<file path="src/fsce_pkg.sv">
// Package: shared constants, types and helpers of the format string character emitter.
`timescale 1ns / 1ps

package fsce_pkg;

  localparam int CHAR_W     = 8;
  localparam int ARG_W      = 64;
  localparam int NIB_W      = 4;
  localparam int DEC_DIGITS = 20;
  localparam int BCD_W      = DEC_DIGITS * NIB_W;
  localparam int HEX_DIGITS = ARG_W / NIB_W;
  localparam int CNT_W      = 6;

  // Step counter end values.
  localparam logic [CNT_W-1:0] HEX_LAST = CNT_W'(HEX_DIGITS - 1);
  localparam logic [CNT_W-1:0] DD_LAST  = CNT_W'(ARG_W - 1);
  localparam logic [CNT_W-1:0] DEC_LAST = CNT_W'(DEC_DIGITS - 1);

  // Character codes.
  localparam logic [CHAR_W-1:0] CH_PCT  = 8'h25;
  localparam logic [CHAR_W-1:0] CH_NL   = 8'h0A;
  localparam logic [CHAR_W-1:0] CH_CR   = 8'h0D;
  localparam logic [CHAR_W-1:0] CH_ZERO = 8'h30;
  localparam logic [CHAR_W-1:0] CH_A    = 8'h61;
  localparam logic [CHAR_W-1:0] CH_C    = 8'h63;
  localparam logic [CHAR_W-1:0] CH_D    = 8'h64;
  localparam logic [CHAR_W-1:0] CH_L    = 8'h6C;
  localparam logic [CHAR_W-1:0] CH_U    = 8'h75;
  localparam logic [CHAR_W-1:0] CH_X    = 8'h78;

  // Output character selection codes.
  localparam logic [2:0] SEL_CH    = 3'd0;
  localparam logic [2:0] SEL_CR    = 3'd1;
  localparam logic [2:0] SEL_PCT   = 3'd2;
  localparam logic [2:0] SEL_ARGLO = 3'd3;
  localparam logic [2:0] SEL_ZERO  = 3'd4;
  localparam logic [2:0] SEL_X     = 3'd5;
  localparam logic [2:0] SEL_HEX   = 3'd6;
  localparam logic [2:0] SEL_DEC   = 3'd7;

  typedef struct packed {
    logic       load_in;
    logic       emit;
    logic [2:0] sel;
    logic       last;
    logic       dd_step;
    logic       dec_skip;
  } fsce_cmd_t;

  typedef struct packed {
    logic out_free;
    logic is_pct;
    logic is_nl;
    logic is_x;
    logic is_du;
    logic is_l;
    logic is_c;
    logic top_zero;
  } fsce_stat_t;

  function automatic logic [CHAR_W-1:0] hex_char(input logic [NIB_W-1:0] nib);
    logic [CHAR_W-1:0] wide;
    wide = {{(CHAR_W-NIB_W){1'b0}}, nib};
    if (nib < NIB_W'(10)) begin
      hex_char = CH_ZERO + wide;
    end else begin
      hex_char = CH_A + wide - CHAR_W'(10);
    end
  endfunction

endpackage

</file>
<file path="src/fsce_in_if.sv">
// Interface: input channel carrying one format character and its argument.
`timescale 1ns / 1ps

interface fsce_in_if;
  import fsce_pkg::*;

  logic              valid;
  logic              ready;
  logic [CHAR_W-1:0] format_char;
  logic [ARG_W-1:0]  argument;

  modport source (output valid, output format_char, output argument, input ready);
  modport sink (input valid, input format_char, input argument, output ready);
endinterface

</file>
<file path="src/fsce_out_if.sv">
// Interface: result channel carrying one output character and its last flag.
`timescale 1ns / 1ps

interface fsce_out_if;
  import fsce_pkg::*;

  logic              valid;
  logic              ready;
  logic [CHAR_W-1:0] out_char;
  logic              last;

  modport source (output valid, output out_char, output last, input ready);
  modport sink (input valid, input out_char, input last, output ready);
endinterface

</file>
<file path="src/fsce_datapath.sv">
// Datapath: character and argument registers, BCD converter and output register.
`timescale 1ns / 1ps

module fsce_datapath (
  input  logic                          clk,
  input  logic                          rst_n,
  input  logic [fsce_pkg::CHAR_W-1:0]   in_format_char,
  input  logic [fsce_pkg::ARG_W-1:0]    in_argument,
  input  logic                          out_ready,
  output logic                          out_valid,
  output logic [fsce_pkg::CHAR_W-1:0]   out_char,
  output logic                          out_last,
  input  fsce_pkg::fsce_cmd_t           cmd,
  output fsce_pkg::fsce_stat_t          st
);
  import fsce_pkg::*;

  logic [CHAR_W-1:0] ch_r, ch_nxt;
  logic [ARG_W-1:0]  arg_r, arg_nxt;
  logic [BCD_W-1:0]  bcd_r, bcd_nxt;
  logic [BCD_W-1:0]  bcd_adj;
  logic              out_valid_r, out_valid_nxt;
  logic [CHAR_W-1:0] out_char_r, out_char_nxt;
  logic              out_last_r, out_last_nxt;
  logic [CHAR_W-1:0] sel_char;

  // Add three to every BCD digit of five or more before the shift.
  always_comb begin
    for (int i = 0; i < DEC_DIGITS; i++) begin
      if (bcd_r[i*NIB_W +: NIB_W] >= NIB_W'(5)) begin
        bcd_adj[i*NIB_W +: NIB_W] = bcd_r[i*NIB_W +: NIB_W] + NIB_W'(3);
      end else begin
        bcd_adj[i*NIB_W +: NIB_W] = bcd_r[i*NIB_W +: NIB_W];
      end
    end
  end

  always_comb begin
    case (cmd.sel)
      SEL_CH:    sel_char = ch_r;
      SEL_CR:    sel_char = CH_CR;
      SEL_PCT:   sel_char = CH_PCT;
      SEL_ARGLO: sel_char = arg_r[CHAR_W-1:0];
      SEL_ZERO:  sel_char = CH_ZERO;
      SEL_X:     sel_char = CH_X;
      SEL_HEX:   sel_char = hex_char(arg_r[ARG_W-1 -: NIB_W]);
      SEL_DEC:   sel_char = CH_ZERO + {{(CHAR_W-NIB_W){1'b0}}, bcd_r[BCD_W-1 -: NIB_W]};
      default:   sel_char = ch_r;
    endcase
  end

  always_comb begin
    ch_nxt  = ch_r;
    arg_nxt = arg_r;
    bcd_nxt = bcd_r;
    if (cmd.load_in) begin
      ch_nxt  = in_format_char;
      arg_nxt = in_argument;
      bcd_nxt = '0;
    end else if (cmd.dd_step) begin
      bcd_nxt = {bcd_adj[BCD_W-2:0], arg_r[ARG_W-1]};
      arg_nxt = {arg_r[ARG_W-2:0], 1'b0};
    end else if (cmd.dec_skip || (cmd.emit && cmd.sel == SEL_DEC)) begin
      bcd_nxt = {bcd_r[BCD_W-NIB_W-1:0], {NIB_W{1'b0}}};
    end else if (cmd.emit && cmd.sel == SEL_HEX) begin
      arg_nxt = {arg_r[ARG_W-NIB_W-1:0], {NIB_W{1'b0}}};
    end
  end

  always_comb begin
    out_char_nxt  = out_char_r;
    out_last_nxt  = out_last_r;
    out_valid_nxt = out_valid_r && !out_ready;
    if (cmd.emit) begin
      out_valid_nxt = 1'b1;
      out_char_nxt  = sel_char;
      out_last_nxt  = cmd.last;
    end
  end

  always_ff @(posedge clk) begin
    if (!rst_n) begin
      out_valid_r <= 1'b0;
    end else begin
      out_valid_r <= out_valid_nxt;
    end
  end

  always_ff @(posedge clk) begin
    ch_r       <= ch_nxt;
    arg_r      <= arg_nxt;
    bcd_r      <= bcd_nxt;
    out_char_r <= out_char_nxt;
    out_last_r <= out_last_nxt;
  end

  always_comb begin
    st.out_free = !out_valid_r || out_ready;
    st.is_pct   = (ch_r == CH_PCT);
    st.is_nl    = (ch_r == CH_NL);
    st.is_x     = (ch_r == CH_X);
    st.is_du    = (ch_r == CH_D) || (ch_r == CH_U);
    st.is_l     = (ch_r == CH_L);
    st.is_c     = (ch_r == CH_C);
    st.top_zero = (bcd_r[BCD_W-1 -: NIB_W] == '0);
  end

  assign out_valid = out_valid_r;
  assign out_char  = out_char_r;
  assign out_last  = out_last_r;

endmodule

</file>
<file path="src/fsce_ctrl.sv">
// Controller: state machine sequencing decode, conversion and character emission.
`timescale 1ns / 1ps

module fsce_ctrl (
  input  logic                  clk,
  input  logic                  rst_n,
  input  logic                  in_accept,
  output logic                  in_ready,
  input  fsce_pkg::fsce_stat_t  st,
  output fsce_pkg::fsce_cmd_t   cmd
);
  import fsce_pkg::*;

  localparam logic [2:0] S_IDLE   = 3'd0;
  localparam logic [2:0] S_DECODE = 3'd1;
  localparam logic [2:0] S_ONE    = 3'd2;
  localparam logic [2:0] S_X      = 3'd3;
  localparam logic [2:0] S_HEX    = 3'd4;
  localparam logic [2:0] S_CONV   = 3'd5;
  localparam logic [2:0] S_SKIPZ  = 3'd6;
  localparam logic [2:0] S_DEC    = 3'd7;

  logic [2:0]       state_r, state_nxt;
  logic             esc_r, esc_nxt;
  logic             skip_r, skip_nxt;
  logic [CNT_W-1:0] cnt_r, cnt_nxt;

  always_comb begin
    state_nxt = state_r;
    esc_nxt   = esc_r;
    skip_nxt  = skip_r;
    cnt_nxt   = cnt_r;
    cmd       = '0;
    in_ready  = (state_r == S_IDLE);
    case (state_r)
      S_IDLE: begin
        if (in_accept) begin
          cmd.load_in = 1'b1;
          state_nxt   = S_DECODE;
        end
      end
      S_DECODE: begin
        if (skip_r && st.is_du) begin
          // A 'u' or 'd' straight after a long conversion is swallowed.
          skip_nxt  = 1'b0;
          state_nxt = S_IDLE;
        end else if (esc_r) begin
          if (st.is_du || st.is_l) begin
            esc_nxt   = 1'b0;
            skip_nxt  = st.is_l;
            cnt_nxt   = '0;
            state_nxt = S_CONV;
          end else if (st.out_free) begin
            esc_nxt  = 1'b0;
            skip_nxt = 1'b0;
            cmd.emit = 1'b1;
            if (st.is_x) begin
              cmd.sel   = SEL_ZERO;
              state_nxt = S_X;
            end else if (st.is_c) begin
              cmd.sel   = SEL_ARGLO;
              cmd.last  = 1'b1;
              state_nxt = S_IDLE;
            end else if (st.is_pct) begin
              cmd.sel   = SEL_PCT;
              cmd.last  = 1'b1;
              state_nxt = S_IDLE;
            end else begin
              cmd.sel   = SEL_PCT;
              state_nxt = S_ONE;
            end
          end
        end else if (st.is_pct) begin
          esc_nxt   = 1'b1;
          skip_nxt  = 1'b0;
          state_nxt = S_IDLE;
        end else if (st.out_free) begin
          skip_nxt = 1'b0;
          cmd.emit = 1'b1;
          if (st.is_nl) begin
            cmd.sel   = SEL_CR;
            state_nxt = S_ONE;
          end else begin
            cmd.sel   = SEL_CH;
            cmd.last  = 1'b1;
            state_nxt = S_IDLE;
          end
        end
      end
      S_ONE: begin
        if (st.out_free) begin
          cmd.emit  = 1'b1;
          cmd.sel   = SEL_CH;
          cmd.last  = 1'b1;
          state_nxt = S_IDLE;
        end
      end
      S_X: begin
        if (st.out_free) begin
          cmd.emit  = 1'b1;
          cmd.sel   = SEL_X;
          cnt_nxt   = '0;
          state_nxt = S_HEX;
        end
      end
      S_HEX: begin
        if (st.out_free) begin
          cmd.emit = 1'b1;
          cmd.sel  = SEL_HEX;
          cmd.last = (cnt_r == HEX_LAST);
          cnt_nxt  = cnt_r + CNT_W'(1);
          if (cnt_r == HEX_LAST) begin
            state_nxt = S_IDLE;
          end
        end
      end
      S_CONV: begin
        cmd.dd_step = 1'b1;
        cnt_nxt     = cnt_r + CNT_W'(1);
        if (cnt_r == DD_LAST) begin
          cnt_nxt   = '0;
          state_nxt = S_SKIPZ;
        end
      end
      S_SKIPZ: begin
        // Drop leading zero digits, always keeping the units digit.
        if (st.top_zero && cnt_r != DEC_LAST) begin
          cmd.dec_skip = 1'b1;
          cnt_nxt      = cnt_r + CNT_W'(1);
        end else begin
          state_nxt = S_DEC;
        end
      end
      S_DEC: begin
        if (st.out_free) begin
          cmd.emit = 1'b1;
          cmd.sel  = SEL_DEC;
          cmd.last = (cnt_r == DEC_LAST);
          cnt_nxt  = cnt_r + CNT_W'(1);
          if (cnt_r == DEC_LAST) begin
            state_nxt = S_IDLE;
          end
        end
      end
      default: begin
        state_nxt = S_IDLE;
      end
    endcase
  end

  always_ff @(posedge clk) begin
    if (!rst_n) begin
      state_r <= S_IDLE;
      esc_r   <= 1'b0;
      skip_r  <= 1'b0;
      cnt_r   <= '0;
    end else begin
      state_r <= state_nxt;
      esc_r   <= esc_nxt;
      skip_r  <= skip_nxt;
      cnt_r   <= cnt_nxt;
    end
  end

endmodule

</file>
<file path="src/format_string_char_emitter.sv">
// Top level: format string character emitter, controller plus datapath.
`timescale 1ns / 1ps

//  Channel  | Direction | Payload                      | Handshake
//  ---------+-----------+------------------------------+-------------
//  in_ch    | sink      | format_char[7:0], argument   | valid/ready
//  out_ch   | source    | out_char[7:0], last          | valid/ready
//
// An item is decoded in the cycle after it is taken. A plain character, a
// percent escape or a character conversion then emits one character, and a
// newline or an unknown escape two. A hexadecimal conversion emits 0x and
// sixteen digits. A decimal conversion runs shift-and-add-three in the BCD
// converter over the 64 argument bits, drops leading zero digits, then emits
// the remaining digits; the converter shifts one argument bit a cycle.
// Reset is synchronous and active low; it clears the escape and skip flags,
// the controller and the output valid bit.
// A stalled result holds the emission sequence in place, while the output
// register still lets the next item in once the current one is fully emitted.

module format_string_char_emitter (
  input  logic        clk,
  input  logic        rst_n,
  fsce_in_if.sink     in_ch,
  fsce_out_if.source  out_ch
);
  import fsce_pkg::*;

  fsce_cmd_t  cmd;
  fsce_stat_t st;
  logic       in_ready;
  logic       in_accept;

  // The controller owns the escape and long-skip flags and all sequencing;
  // the datapath only holds the item and produces characters on command.
  assign in_accept   = in_ch.valid && in_ready;
  assign in_ch.ready = in_ready;

  fsce_ctrl u_ctrl (
    .clk       (clk),
    .rst_n     (rst_n),
    .in_accept (in_accept),
    .in_ready  (in_ready),
    .st        (st),
    .cmd       (cmd)
  );

  fsce_datapath u_datapath (
    .clk            (clk),
    .rst_n          (rst_n),
    .in_format_char (in_ch.format_char),
    .in_argument    (in_ch.argument),
    .out_ready      (out_ch.ready),
    .out_valid      (out_ch.valid),
    .out_char       (out_ch.out_char),
    .out_last       (out_ch.last),
    .cmd            (cmd),
    .st             (st)
  );

  // An accepted item is always decoded before the next one is taken.
  a_accept_then_busy: assert property (@(posedge clk) disable iff (!rst_n)
    in_accept |=> !in_ch.ready)
    else $error("input accepted on two consecutive cycles");

  // The controller never overwrites a result that is still waiting.
  a_emit_only_when_free: assert property (@(posedge clk) disable iff (!rst_n)
    cmd.emit |-> st.out_free)
    else $error("emission into an occupied output register");

  // Conversion steps and emissions never overlap on the shared registers.
  a_conv_no_emit: assert property (@(posedge clk) disable iff (!rst_n)
    cmd.dd_step |-> !cmd.emit && !cmd.load_in)
    else $error("conversion step coincides with emission or load");

endmodule
</file>
<file path="src/flat_wrapper.sv">
// flat-port wrapper written by rule: the top's interface ports become plain ports
module format_string_char_emitter_flat import fsce_pkg::*;
  (clk, rst_n, in_ch_valid, in_ch_format_char, in_ch_argument, in_ch_ready, out_ch_valid, out_ch_out_char, out_ch_last, out_ch_ready);
  fsce_in_if in_ch_i ();
  fsce_out_if out_ch_i ();
  input  logic clk;
  input  logic rst_n;
  input wire logic [$bits(in_ch_i.valid)-1:0] in_ch_valid;
  input wire logic [$bits(in_ch_i.format_char)-1:0] in_ch_format_char;
  input wire logic [$bits(in_ch_i.argument)-1:0] in_ch_argument;
  output wire logic [$bits(in_ch_i.ready)-1:0] in_ch_ready;
  output wire logic [$bits(out_ch_i.valid)-1:0] out_ch_valid;
  output wire logic [$bits(out_ch_i.out_char)-1:0] out_ch_out_char;
  output wire logic [$bits(out_ch_i.last)-1:0] out_ch_last;
  input wire logic [$bits(out_ch_i.ready)-1:0] out_ch_ready;
  assign in_ch_i.valid = in_ch_valid;
  assign in_ch_i.format_char = in_ch_format_char;
  assign in_ch_i.argument = in_ch_argument;
  assign in_ch_ready = in_ch_i.ready;
  assign out_ch_valid = out_ch_i.valid;
  assign out_ch_out_char = out_ch_i.out_char;
  assign out_ch_last = out_ch_i.last;
  assign out_ch_i.ready = out_ch_ready;
  format_string_char_emitter u_core (.clk(clk), .rst_n(rst_n), .in_ch(in_ch_i), .out_ch(out_ch_i));
endmodule
</file>
<file path="config.mk">
export PLATFORM = sky130hd
export DESIGN_NAME = format_string_char_emitter_flat
export DESIGN_NICKNAME = d
export VERILOG_FILES = /design/src/fsce_pkg.sv /design/src/fsce_in_if.sv /design/src/fsce_out_if.sv /design/src/fsce_datapath.sv /design/src/fsce_ctrl.sv /design/src/format_string_char_emitter.sv /design/src/flat_wrapper.sv
export SDC_FILE = /design/constraint.sdc
export NUM_CORES = 1
export LEC_CHECK = 0
export BUFFER_PORTS_ARGS = -buffer_cell sky130_fd_sc_hd__buf_4
export CORE_AREA = 2 2 165 167
export CTS_CLUSTER_DIAMETER = 30
export DETAILED_ROUTE_END_ITERATION = 12
export DIE_AREA = 0 0 167 169
export PLACE_DENSITY = 0.54
export SYNTH_ARGS = -nofsm -noshare
export SYNTH_HDL_FRONTEND = slang
export SYNTH_SLANG_ARGS = --single-unit
</file>
<file path="constraint.sdc">
create_clock -name clk -period 3.7 [get_ports clk]
set_input_delay 0.185 -clock clk [delete_from_list [all_inputs] [get_ports clk]]
set_output_delay 0.185 -clock clk [all_outputs]
set_load 0.03 [all_outputs]
</file>
## Word level (Yosys, flattened, before mapping)

Index checks and enable logic that the tools add are counted.

- Word-level logic and storage cells: 210
- Register bits: 173
- Input bits: 76
- Output and inout port bits: 11

- Mux-type cells: 88
- Reductions and logical operators: 23
- Bitwise operators: 1
- Add/sub/neg operators: 25
- Eq/ne operators: 42
- Magnitude comparators: 21

Operator list:

| operator | number |
|---|---|
| $mux W64 | 4 |
| $mux W80 | 2 |
| $ge A4 B3 Y1 const B | 20 |
| $mux W4 | 20 |
| $add A4 B2 Y4 const B | 19 |
| $pmux W8 S8 | 1 |
| $mux W3 | 19 |
| $mux W5 | 9 |
| $mux W6 | 7 |
| $eq A8 B7 Y1 const B | 5 |
| $pmux W6 S5 | 1 |
| $eq A3 B3 Y1 const B | 8 |
| $pmux W3 S8 | 1 |
| $pmux W4 S5 | 1 |
| $mux W1 | 18 |
| $ne A2 B2 Y1 const B | 9 |
| $add A6 B4 Y7 const A | 2 |
| $eq A3 B2 Y1 const B | 4 |
| $reduce_and A11 Y1 | 1 |
| $ne A2 B1 Y1 const B | 5 |
| $add A7 B4 Y8 const A | 1 |
| $eq A8 B4 Y1 const B | 1 |
| $eq A8 B6 Y1 const B | 1 |
| $mux W8 | 1 |
| 26 further kinds | 40 |

## Depth between registers and ports, before layout

Gate-level depths: netlist of the first run.

- Word-level depth: 15
- Gate-level depth with buffers: 10
- Depth with buffers taken out: 8

## Modules after synthesis

A second synthesis of the first run with hierarchy kept.

- Cells, all modules: 1117
- Area, all modules: 10432.5 µm²

By module, submodules not included:

| module | instances | cells an instance | area each (µm²) | sequential area each (µm²) |
|---|---|---|---|---|
| fsce_datapath | 1 | 961 | 9242.6 | 4053.9 |
| fsce_ctrl | 1 | 155 | 1183.6 | 220.2 |
| format_string_char_emitter | 1 | 1 | 6.3 | 0.0 |

## Least setup slack after synthesis of the first run

Ideal clock, no wire load.

- Kind: register to register
- From: register u_core.u_ctrl.state_r[2]
- To: register u_core.u_datapath.arg_r[0] (enable)
- Setup time: 0.425 ns
- Data arrival time: 2.796 ns
- Period minus slack after synthesis: 3.220 ns
- Slack: 0.480 ns
- Stages on the path, launching flop included: 7
- Path buffers: 3
- Required time: 3.275 ns
- Cell sequence: dfxtp_1 -> buf_4 -> buf_2 -> clkinv_1 -> nor2_1 -> buf_2 -> or3_1

- Longest elaborated chain between the ends: 7
- Elaborated cells between the ends (all ways): 22
- Classes of those cells: eq/ne (10); mux (5); reduce/logical (7)

RTL lines:

| item | RTL line | source |
|---|---|---|
| start, declared | fsce_ctrl.sv:23 | `logic [2:0] state_r, state_nxt;` |
| start signal, assigned | fsce_ctrl.sv:158 | `state_r <= state_nxt;` |
| $eq A3 B3 Y1 (tied with other cells) | fsce_ctrl.sv:35 | `case (state_r)` |
| $pmux W4 S5 | fsce_ctrl.sv:35 |  |
| $eq A3 B3 Y1 | fsce_datapath.sv:63 | `end else if (cmd.dec_skip \|\| (cmd.emit && cmd.sel == SEL_DEC)) begin` |
| $logic_and A1 B1 Y1 | fsce_datapath.sv:63 |  |
| $logic_or A1 B1 Y1 | fsce_datapath.sv:63 |  |
| $ne A3 B1 Y1 (no source line) | - |  |
| $reduce_and A2 Y1 (no source line) (*) | - |  |
| end signal, assigned | fsce_datapath.sv:91 | `arg_r <= arg_nxt;` |
| end, declared | fsce_datapath.sv:19 | `logic [ARG_W-1:0] arg_r, arg_nxt;` |

Every way passes the cells marked *; elsewhere a longest branch is shown, timed or not.
A chain may end at the register's enable or synchronous reset.

## Worst setup path in the final report of the first run

- From: register u_core.u_ctrl.state_r[0]
- To: register u_core.u_datapath.bcd_r[21]

- Longest elaborated chain between the ends: 6
- Elaborated cells between the ends (all ways): 19
- Classes of those cells: eq/ne (8); mux (6); reduce/logical (5)

RTL lines:

| item | RTL line | source |
|---|---|---|
| $eq A3 B3 Y1 (tied with other cells) | fsce_ctrl.sv:35 |  |
| $pmux W4 S5 | fsce_ctrl.sv:35 |  |
| $eq A3 B3 Y1 | fsce_datapath.sv:63 |  |
| $logic_and A1 B1 Y1 | fsce_datapath.sv:63 |  |
| $logic_or A1 B1 Y1 | fsce_datapath.sv:63 |  |
| $reduce_bool A2 Y1 (no source line) | - |  |
| end signal, assigned | fsce_datapath.sv:92 | `bcd_r <= bcd_nxt;` |
| end, declared | fsce_datapath.sv:20 | `logic [BCD_W-1:0] bcd_r, bcd_nxt;` |

Several ways; a longest one is shown, not always the timed one.

==> results of run 1 <==
layout by cell type, fill, tap and decap left out, types with 18 or more instances in the layout:
cell	n
nand2b_1	44
ha_1	43
nand2_1	83
buf_4	90
a32oi_1	22
dfxtp_1	92
inv_1	50
mux2i_1	76
xnor2_1	21
a211oi_1	116
edfxtp_1	81
o21ai_0	135
a2bb2oi_1	18
nor2_1	72
nor3_1	47
a21oi_1	62
dlygate4sd3_1	27
sequential cells by signal (all words and copies together) (netlist names):
name / flops
u_core.u_datapath.bcd_r: 80
u_core.u_datapath.arg_r: 64
u_core.u_datapath.ch_r: 8
u_core.u_datapath.out_char: 8
u_core.u_ctrl.cnt_r: 6
u_core.u_ctrl.state_r: 3
u_core.u_ctrl.esc_r: 1
u_core.u_ctrl.skip_r: 1
u_core.u_datapath.out_last: 1
u_core.u_datapath.out_valid: 1
metal layers:
| metal | wire, µm | vias up | global-route usage |
|---|---|---|---|
| li1 | - | 4436 | - |
| met1 | 13000 | 4172 | 0.266 |
| met2 | 11700 | 166 | 0.285 |
| met3 | 884 | 18 | 0.0299 |
| met4 | 269 | 0 | 0.0397 |
| met5 | 0 | - | 0 |
final cells by class:
| class | instances | area, µm² |
|---|---|---|
| Clock buffer | 17 | 425 |
| Clock inverter | 15 | 209 |
| Fill cell | 2568 | 14200 |
| Inverter | 52 | 195 |
| Multi-Input combinational cell | 851 | 5700 |
| Sequential cell | 173 | 4270 |
| Tap cell | 341 | 427 |
| Timing Repair Buffer | 122 | 1050 |
metrics by stage:
step	util	hold slack, ns
2_1_floorplan	-	0.284
3_3_place_gp	0.429	0.364
3_5_place_dp	0.429	0.364
4_1_cts	0.463	0.000876
5_1_grt	0.463	0.0162
6_report	0.463	0.0230
final timing paths:
kind | from | end | slack (ns) | depth (start not counted)
worst max-delay path | u_core.u_ctrl.state_r[0] | u_core.u_datapath.bcd_r[21] | 0.86 | 7
worst min-delay path | in_ch_argument[31] | u_core.u_datapath.arg_r[31] | 0.02 | 3
worst min register to register | u_core.u_ctrl.cnt_r[1] | u_core.u_ctrl.cnt_r[1] | 0.48 | 2
worst max register to register | u_core.u_ctrl.state_r[0] | u_core.u_datapath.bcd_r[21] | 0.86 | 7
synthesized netlist by cell type (18+ instances only):
library cell,count
o21ai_0,135
a211oi_1,116
dfxtp_1,92
nand2_1,84
edfxtp_1,81
mux2i_1,76
nor2_1,74
a21oi_1,62
inv_1,50
nor3_1,47
clkbuf_1,46
nand2b_1,44
ha_1,43
a32oi_1,22
buf_2,22
xnor2_1,21
a2bb2oi_1,18
repair_timing:
| item | in CTS | in global routing |
|---|---|---|
| gates resized for setup | 0 | 0 |
| hold endpoints to repair | 27 | 0 |
| endpoints found under the setup margin | 0 | 0 |
| hold buffers | 27 | 0 |
critical path, stage by stage, from the launching register on:
cell	delay, ns
dfxtp_1	0.53
nor4b_1	0.71
o31ai_1	0.30
a21oi_4	0.30
buf_12	0.39
nor2_1	0.08
a211oi_1	0.24
a211oi_1	0.08
where the power goes:
| part | internal [mW] | switching [mW] |
|---|---|---|
| logic | 1.33 | 1.93 |
| clock network | 0.950 | 0.963 |
| registers | 2.99 | 0.741 |
| total | 5.27 | 3.64 |
cell families (layout without fill, tap and decap cells):
group | Yosys count | in the layout
compound gates | 402 | 402
simple gates | 307 | 307
flops | 173 | 173
buf+inv | 129 | 206
mux | 76 | 76
fa+ha+maj | 44 | 44
xor+xnor | 22 | 22
==> results.toml, run 1 <==
[sta]
slew_headroom = 0.377
setup-violations-final = 0
clock-skew-final_ns = 0.0169
fmax_mhz = 353
drv_slew = 0
timing.final.ws_setup_ns = 0.865
fin_crit_ns = 2.84
grt_setup_unrepaired = "no"
setup_tns_ns = 0
fin_crit_sh = 0.766
worstMarginPinSlew_ns = 0.935
hold_violations = 0

[final_layout]
num-nets-final = 1337
area_growth_pct = 17.3
diodes = 0
layout.cells.non_filler = 1571
final_cell_area_mm2 = 0.0123
drive_gt1_frac = 0.120

[min_path]
hold_path_class = "primary input to register"

[synthesis]
synth-simple-area-share = 0.146
synth_adder_area_share = 0.0533
yosysTopAreaCell = "edfxtp_1"
synth-seq-cells = 173
syn_avg_cell_area_um2 = 9.08
yosys_warnings = 0
synth_compound_gate_area_share = 0.251
ys_seq_area_frac = 0.408
async_flop_share = 0
synth_fp_nets = 1273
synth-xor-area-share = 0.0184
yosysTopAreaCellShare = 0.232
synthCells = 1153
synth_edf_count = 81
synth_top_family_by_area = "compound AO/OA/AOI/OAI gates"
synth_area_mm2 = 0.0105
yosysUniqueCellTypes = 76
synthFlopType = "dfxtp_1"
synthMuxAreaShare = 0.0727
synth_area_leaders = "edfxtp_1, dfxtp_1, a211oi_1"

[global_routing]
grt-ovfl-total = 0
grt_pass1_wl_mm = 42.9
grt_max_degree = 212
antenna_found_initial = 0
first_global_vias = 8262
track_usage = 0.183

[power]
p_per_area_mw_per_mm2 = 726
peakVddDrop_mv = 0.342
totalPowerFinal_mw = 8.91
p_leak_nw = 4.57

[setup_path]
critPathMaxFanout = 80
startpoint_type = "register"
cp-end-kind = "register"
required_ns = 3.98
worstPathArrival_ns = 3.11
critPathKind = "register to register"

[drt]
drt_wl_total_mm = 25.8
post_drt_wl_per_cell_um = 16.4
drt_iter0_drc = 714
drc = 0
firstDrtPassIters = 5
viasPerCell = 5.60
postRouteAntennaNets = 0
vias = 8792

[placed_design]
gp_congestion = 0.847
io_buffer_count = 86
place_area_mm2 = 0.0114
place_inst = 1512
place_ws_ns = 0.965
dp_hpwl_mm = 16.1

[clock_network]
cts_root_buf = "clkbuf_16"
cts_buffers = 17
cts_htree_levels = 4
clk_pin_slew_ns = 0.09
clk_latency_ns = 0.44
clkSinkCount = 173
cts_tree = "done"
postCtsSetupBuffers = 0
clock_path_buffers = 2

[die]
io_pins = 87
die-area_mm2 = 0.0282
core-area_mm2 = 0.0265
fp.dieH_um = 169
start_util = 0.395
die_x_um = 167
core.rowCount = 60

[status]
status = "complete, no violations"

[job]
max_cap_violations = 0
Note: power is estimated with default switching activity, not from simulation.
==> run 2, diff against run 1 <==
PLACE_DENSITY = 0.56   (was 0.54)
clock period = 2.6 ns   (was 3.7 ns; I/O delays follow)
==> results.toml, run 2 (same netlist as run 1, synthesis figures left out) <==
[placed_design]
gp_congestion = 0.831
io_buffer_count = 86
place_inst = 1546
place_ws_ns = 0.185
dp_hpwl_mm = 17.8

[sta]
drv_slew = 0
timing.final.ws_setup_ns = 0.193
fin_crit_ns = 2.41
fin_crit_sh = 0.926
hold_violations = 0
hold_ws_ns = 0.00649
worstMarginPinSlew_ns = 0.774
grt_setup_unrepaired = "no"
setup-violations-final = 0
setup_tns_ns = 0
fmax_mhz = 415
clock-skew-final_ns = 0.0170
slew_headroom = 0.482

[final_layout]
layout_common_cells = "o21ai_0, buf_4, a211oi_1"
final_core_util = 0.491
num-nets-final = 1410
diodes = 0
top_register = "u_core.u_datapath.bcd_r"
area_growth_pct = 24.2
final_common_cell = "o21ai_0"
drive_gt1_frac = 0.140
layout.cells.non_filler = 1644
reg.largest.list = "u_core.u_datapath.bcd_r: 80 flops, u_core.u_datapath.arg_r: 64 flops"
largest_reg_flops = 80

[min_path]
whs_endpoint = "u_core.u_datapath.arg_r[11]"
hold_depth = 3
worstHoldStart = "in_ch_argument[11]"
hold_path_class = "primary input to register"

[setup_path]
r2r_slack_ns = 0.19
slowest_stage = "o41a_2"
critPathKind = "register to register"
path_cells = "nand3b_1 > o41a_2 > a21oi_1 > or3_1 > or4_4 > o211ai_2"
cp-end-kind = "register"
r2r_end = "u_core.u_datapath.out_char[1]"
worstPathArrival_ns = 2.57
critPathMaxFanout = 8
startpoint_type = "register"
cpPeakStageDelay_ns = 0.58
reg2reg_from = "u_core.u_datapath.ch_r[7]"
required_ns = 2.76
reg2regPathDepth = 6

[clock_network]
clock_path_buffers = 2
clk_pin_slew_ns = 0.08
clkSinkCount = 173
cts_buffers = 17
cts_tree = "done"
cts_root_buf = "clkbuf_16"
cts_htree_levels = 4
clk_latency_ns = 0.44

[global_routing]
grt_pass1_wl_mm = 44.4
track_usage = 0.190
grt-ovfl-total = 0
first_global_vias = 8735
grt_max_degree = 120
antenna_found_initial = 0

[drt]
firstDrtPassIters = 5
viasPerCell = 5.56
drt_iter0_drc = 638
drc = 0
vias = 9144
postRouteAntennaNets = 0
drt_wl_total_mm = 26.8
post_drt_wl_per_cell_um = 16.3

[job]
max_cap_violations = 0

[die]
core.rowCount = 60
fp.dieH_um = 169
start_util = 0.395
die-area_mm2 = 0.0282
die_x_um = 167
io_pins = 87
core-area_mm2 = 0.0265

[power]
p_leak_nw = 4.92
p_per_area_mw_per_mm2 = 1000
peakVddDrop_mv = 0.458

[status]
status = "complete, no violations"
==> run 2: changes by cell type in the layout (fill, tap and decap cells not counted), sizes merged <==
cell and delta:
dlygate4sd3 +38, inv -3, buf +35, clkinv +3
==> run 2: critical path: cells and delay by family (launching register included) <==
kind / cells / cell delay, ns
AO/OA/AOI/OAI: 3 / 0.88
AND/OR/NAND/NOR: 3 / 0.79
flip-flops: 1 / 0.47
==> run 2: layout make-up <==
type / instances / area (µm²)
multi-input cells: 851 / 5700
inverters: 52 / 195
clock buffers: 17 / 425
flip-flops and latches: 173 / 4270
repair buffers: 195 / 1760
clock inverters: 15 / 216
well taps: 341 / 427
fillers: 2477 / 13500
==> run 2: worst max-delay path by stage <==
stage                                 from                            end  slack (ns)  cells past startpoint
4_1_cts        u_core.u_datapath.bcd_r[76]    u_core.u_datapath.bcd_r[65]        0.17                     10
3_5_place_dp   u_core.u_datapath.bcd_r[76]    u_core.u_datapath.bcd_r[37]        0.19                     10
6_report         u_core.u_datapath.ch_r[7]  u_core.u_datapath.out_char[1]        0.19                      6
5_1_grt        u_core.u_datapath.bcd_r[77]         u_core.u_ctrl.cnt_r[4]        0.02                      9
2_1_floorplan     u_core.u_ctrl.state_r[2]     u_core.u_datapath.arg_r[0]        0.02                      6
3_3_place_gp   u_core.u_datapath.bcd_r[76]    u_core.u_datapath.bcd_r[37]        0.19                     10
==> run 2: report_power, final <==
part | internal (mW) | switching, mW
clock | 1.35 | 1.36
sequential | 4.25 | 0.981
combinational | 2.16 | 2.91
total | 7.77 | 5.26
==> run 2: layer usage <==
layer	global-route usage	vias up	share of wire
li1	-	4590	-
met1	0.267	4362	0.49
met2	0.304	159	0.46
met3	0.0217	33	0.029
met4	0.0645	0	0.019
met5	0	-	0
==> run 2: through the flow <==
step           power, mW  cell area, µm²
3_5_place_dp        10.3           11700
3_3_place_gp        10.2           11700
6_report            13.0           13000
5_1_grt             14.0           13000
4_1_cts             13.1           13000
2_1_floorplan       8.53           10500
==> run 2: repair_timing <==
item | in CTS | in global routing
gates resized for setup | 0 | 0
buffers inserted | 0 | 1
hold buffers | 65 | 0
setup endpoints to repair | 0 | 7
hold endpoints to repair | 69 | 0
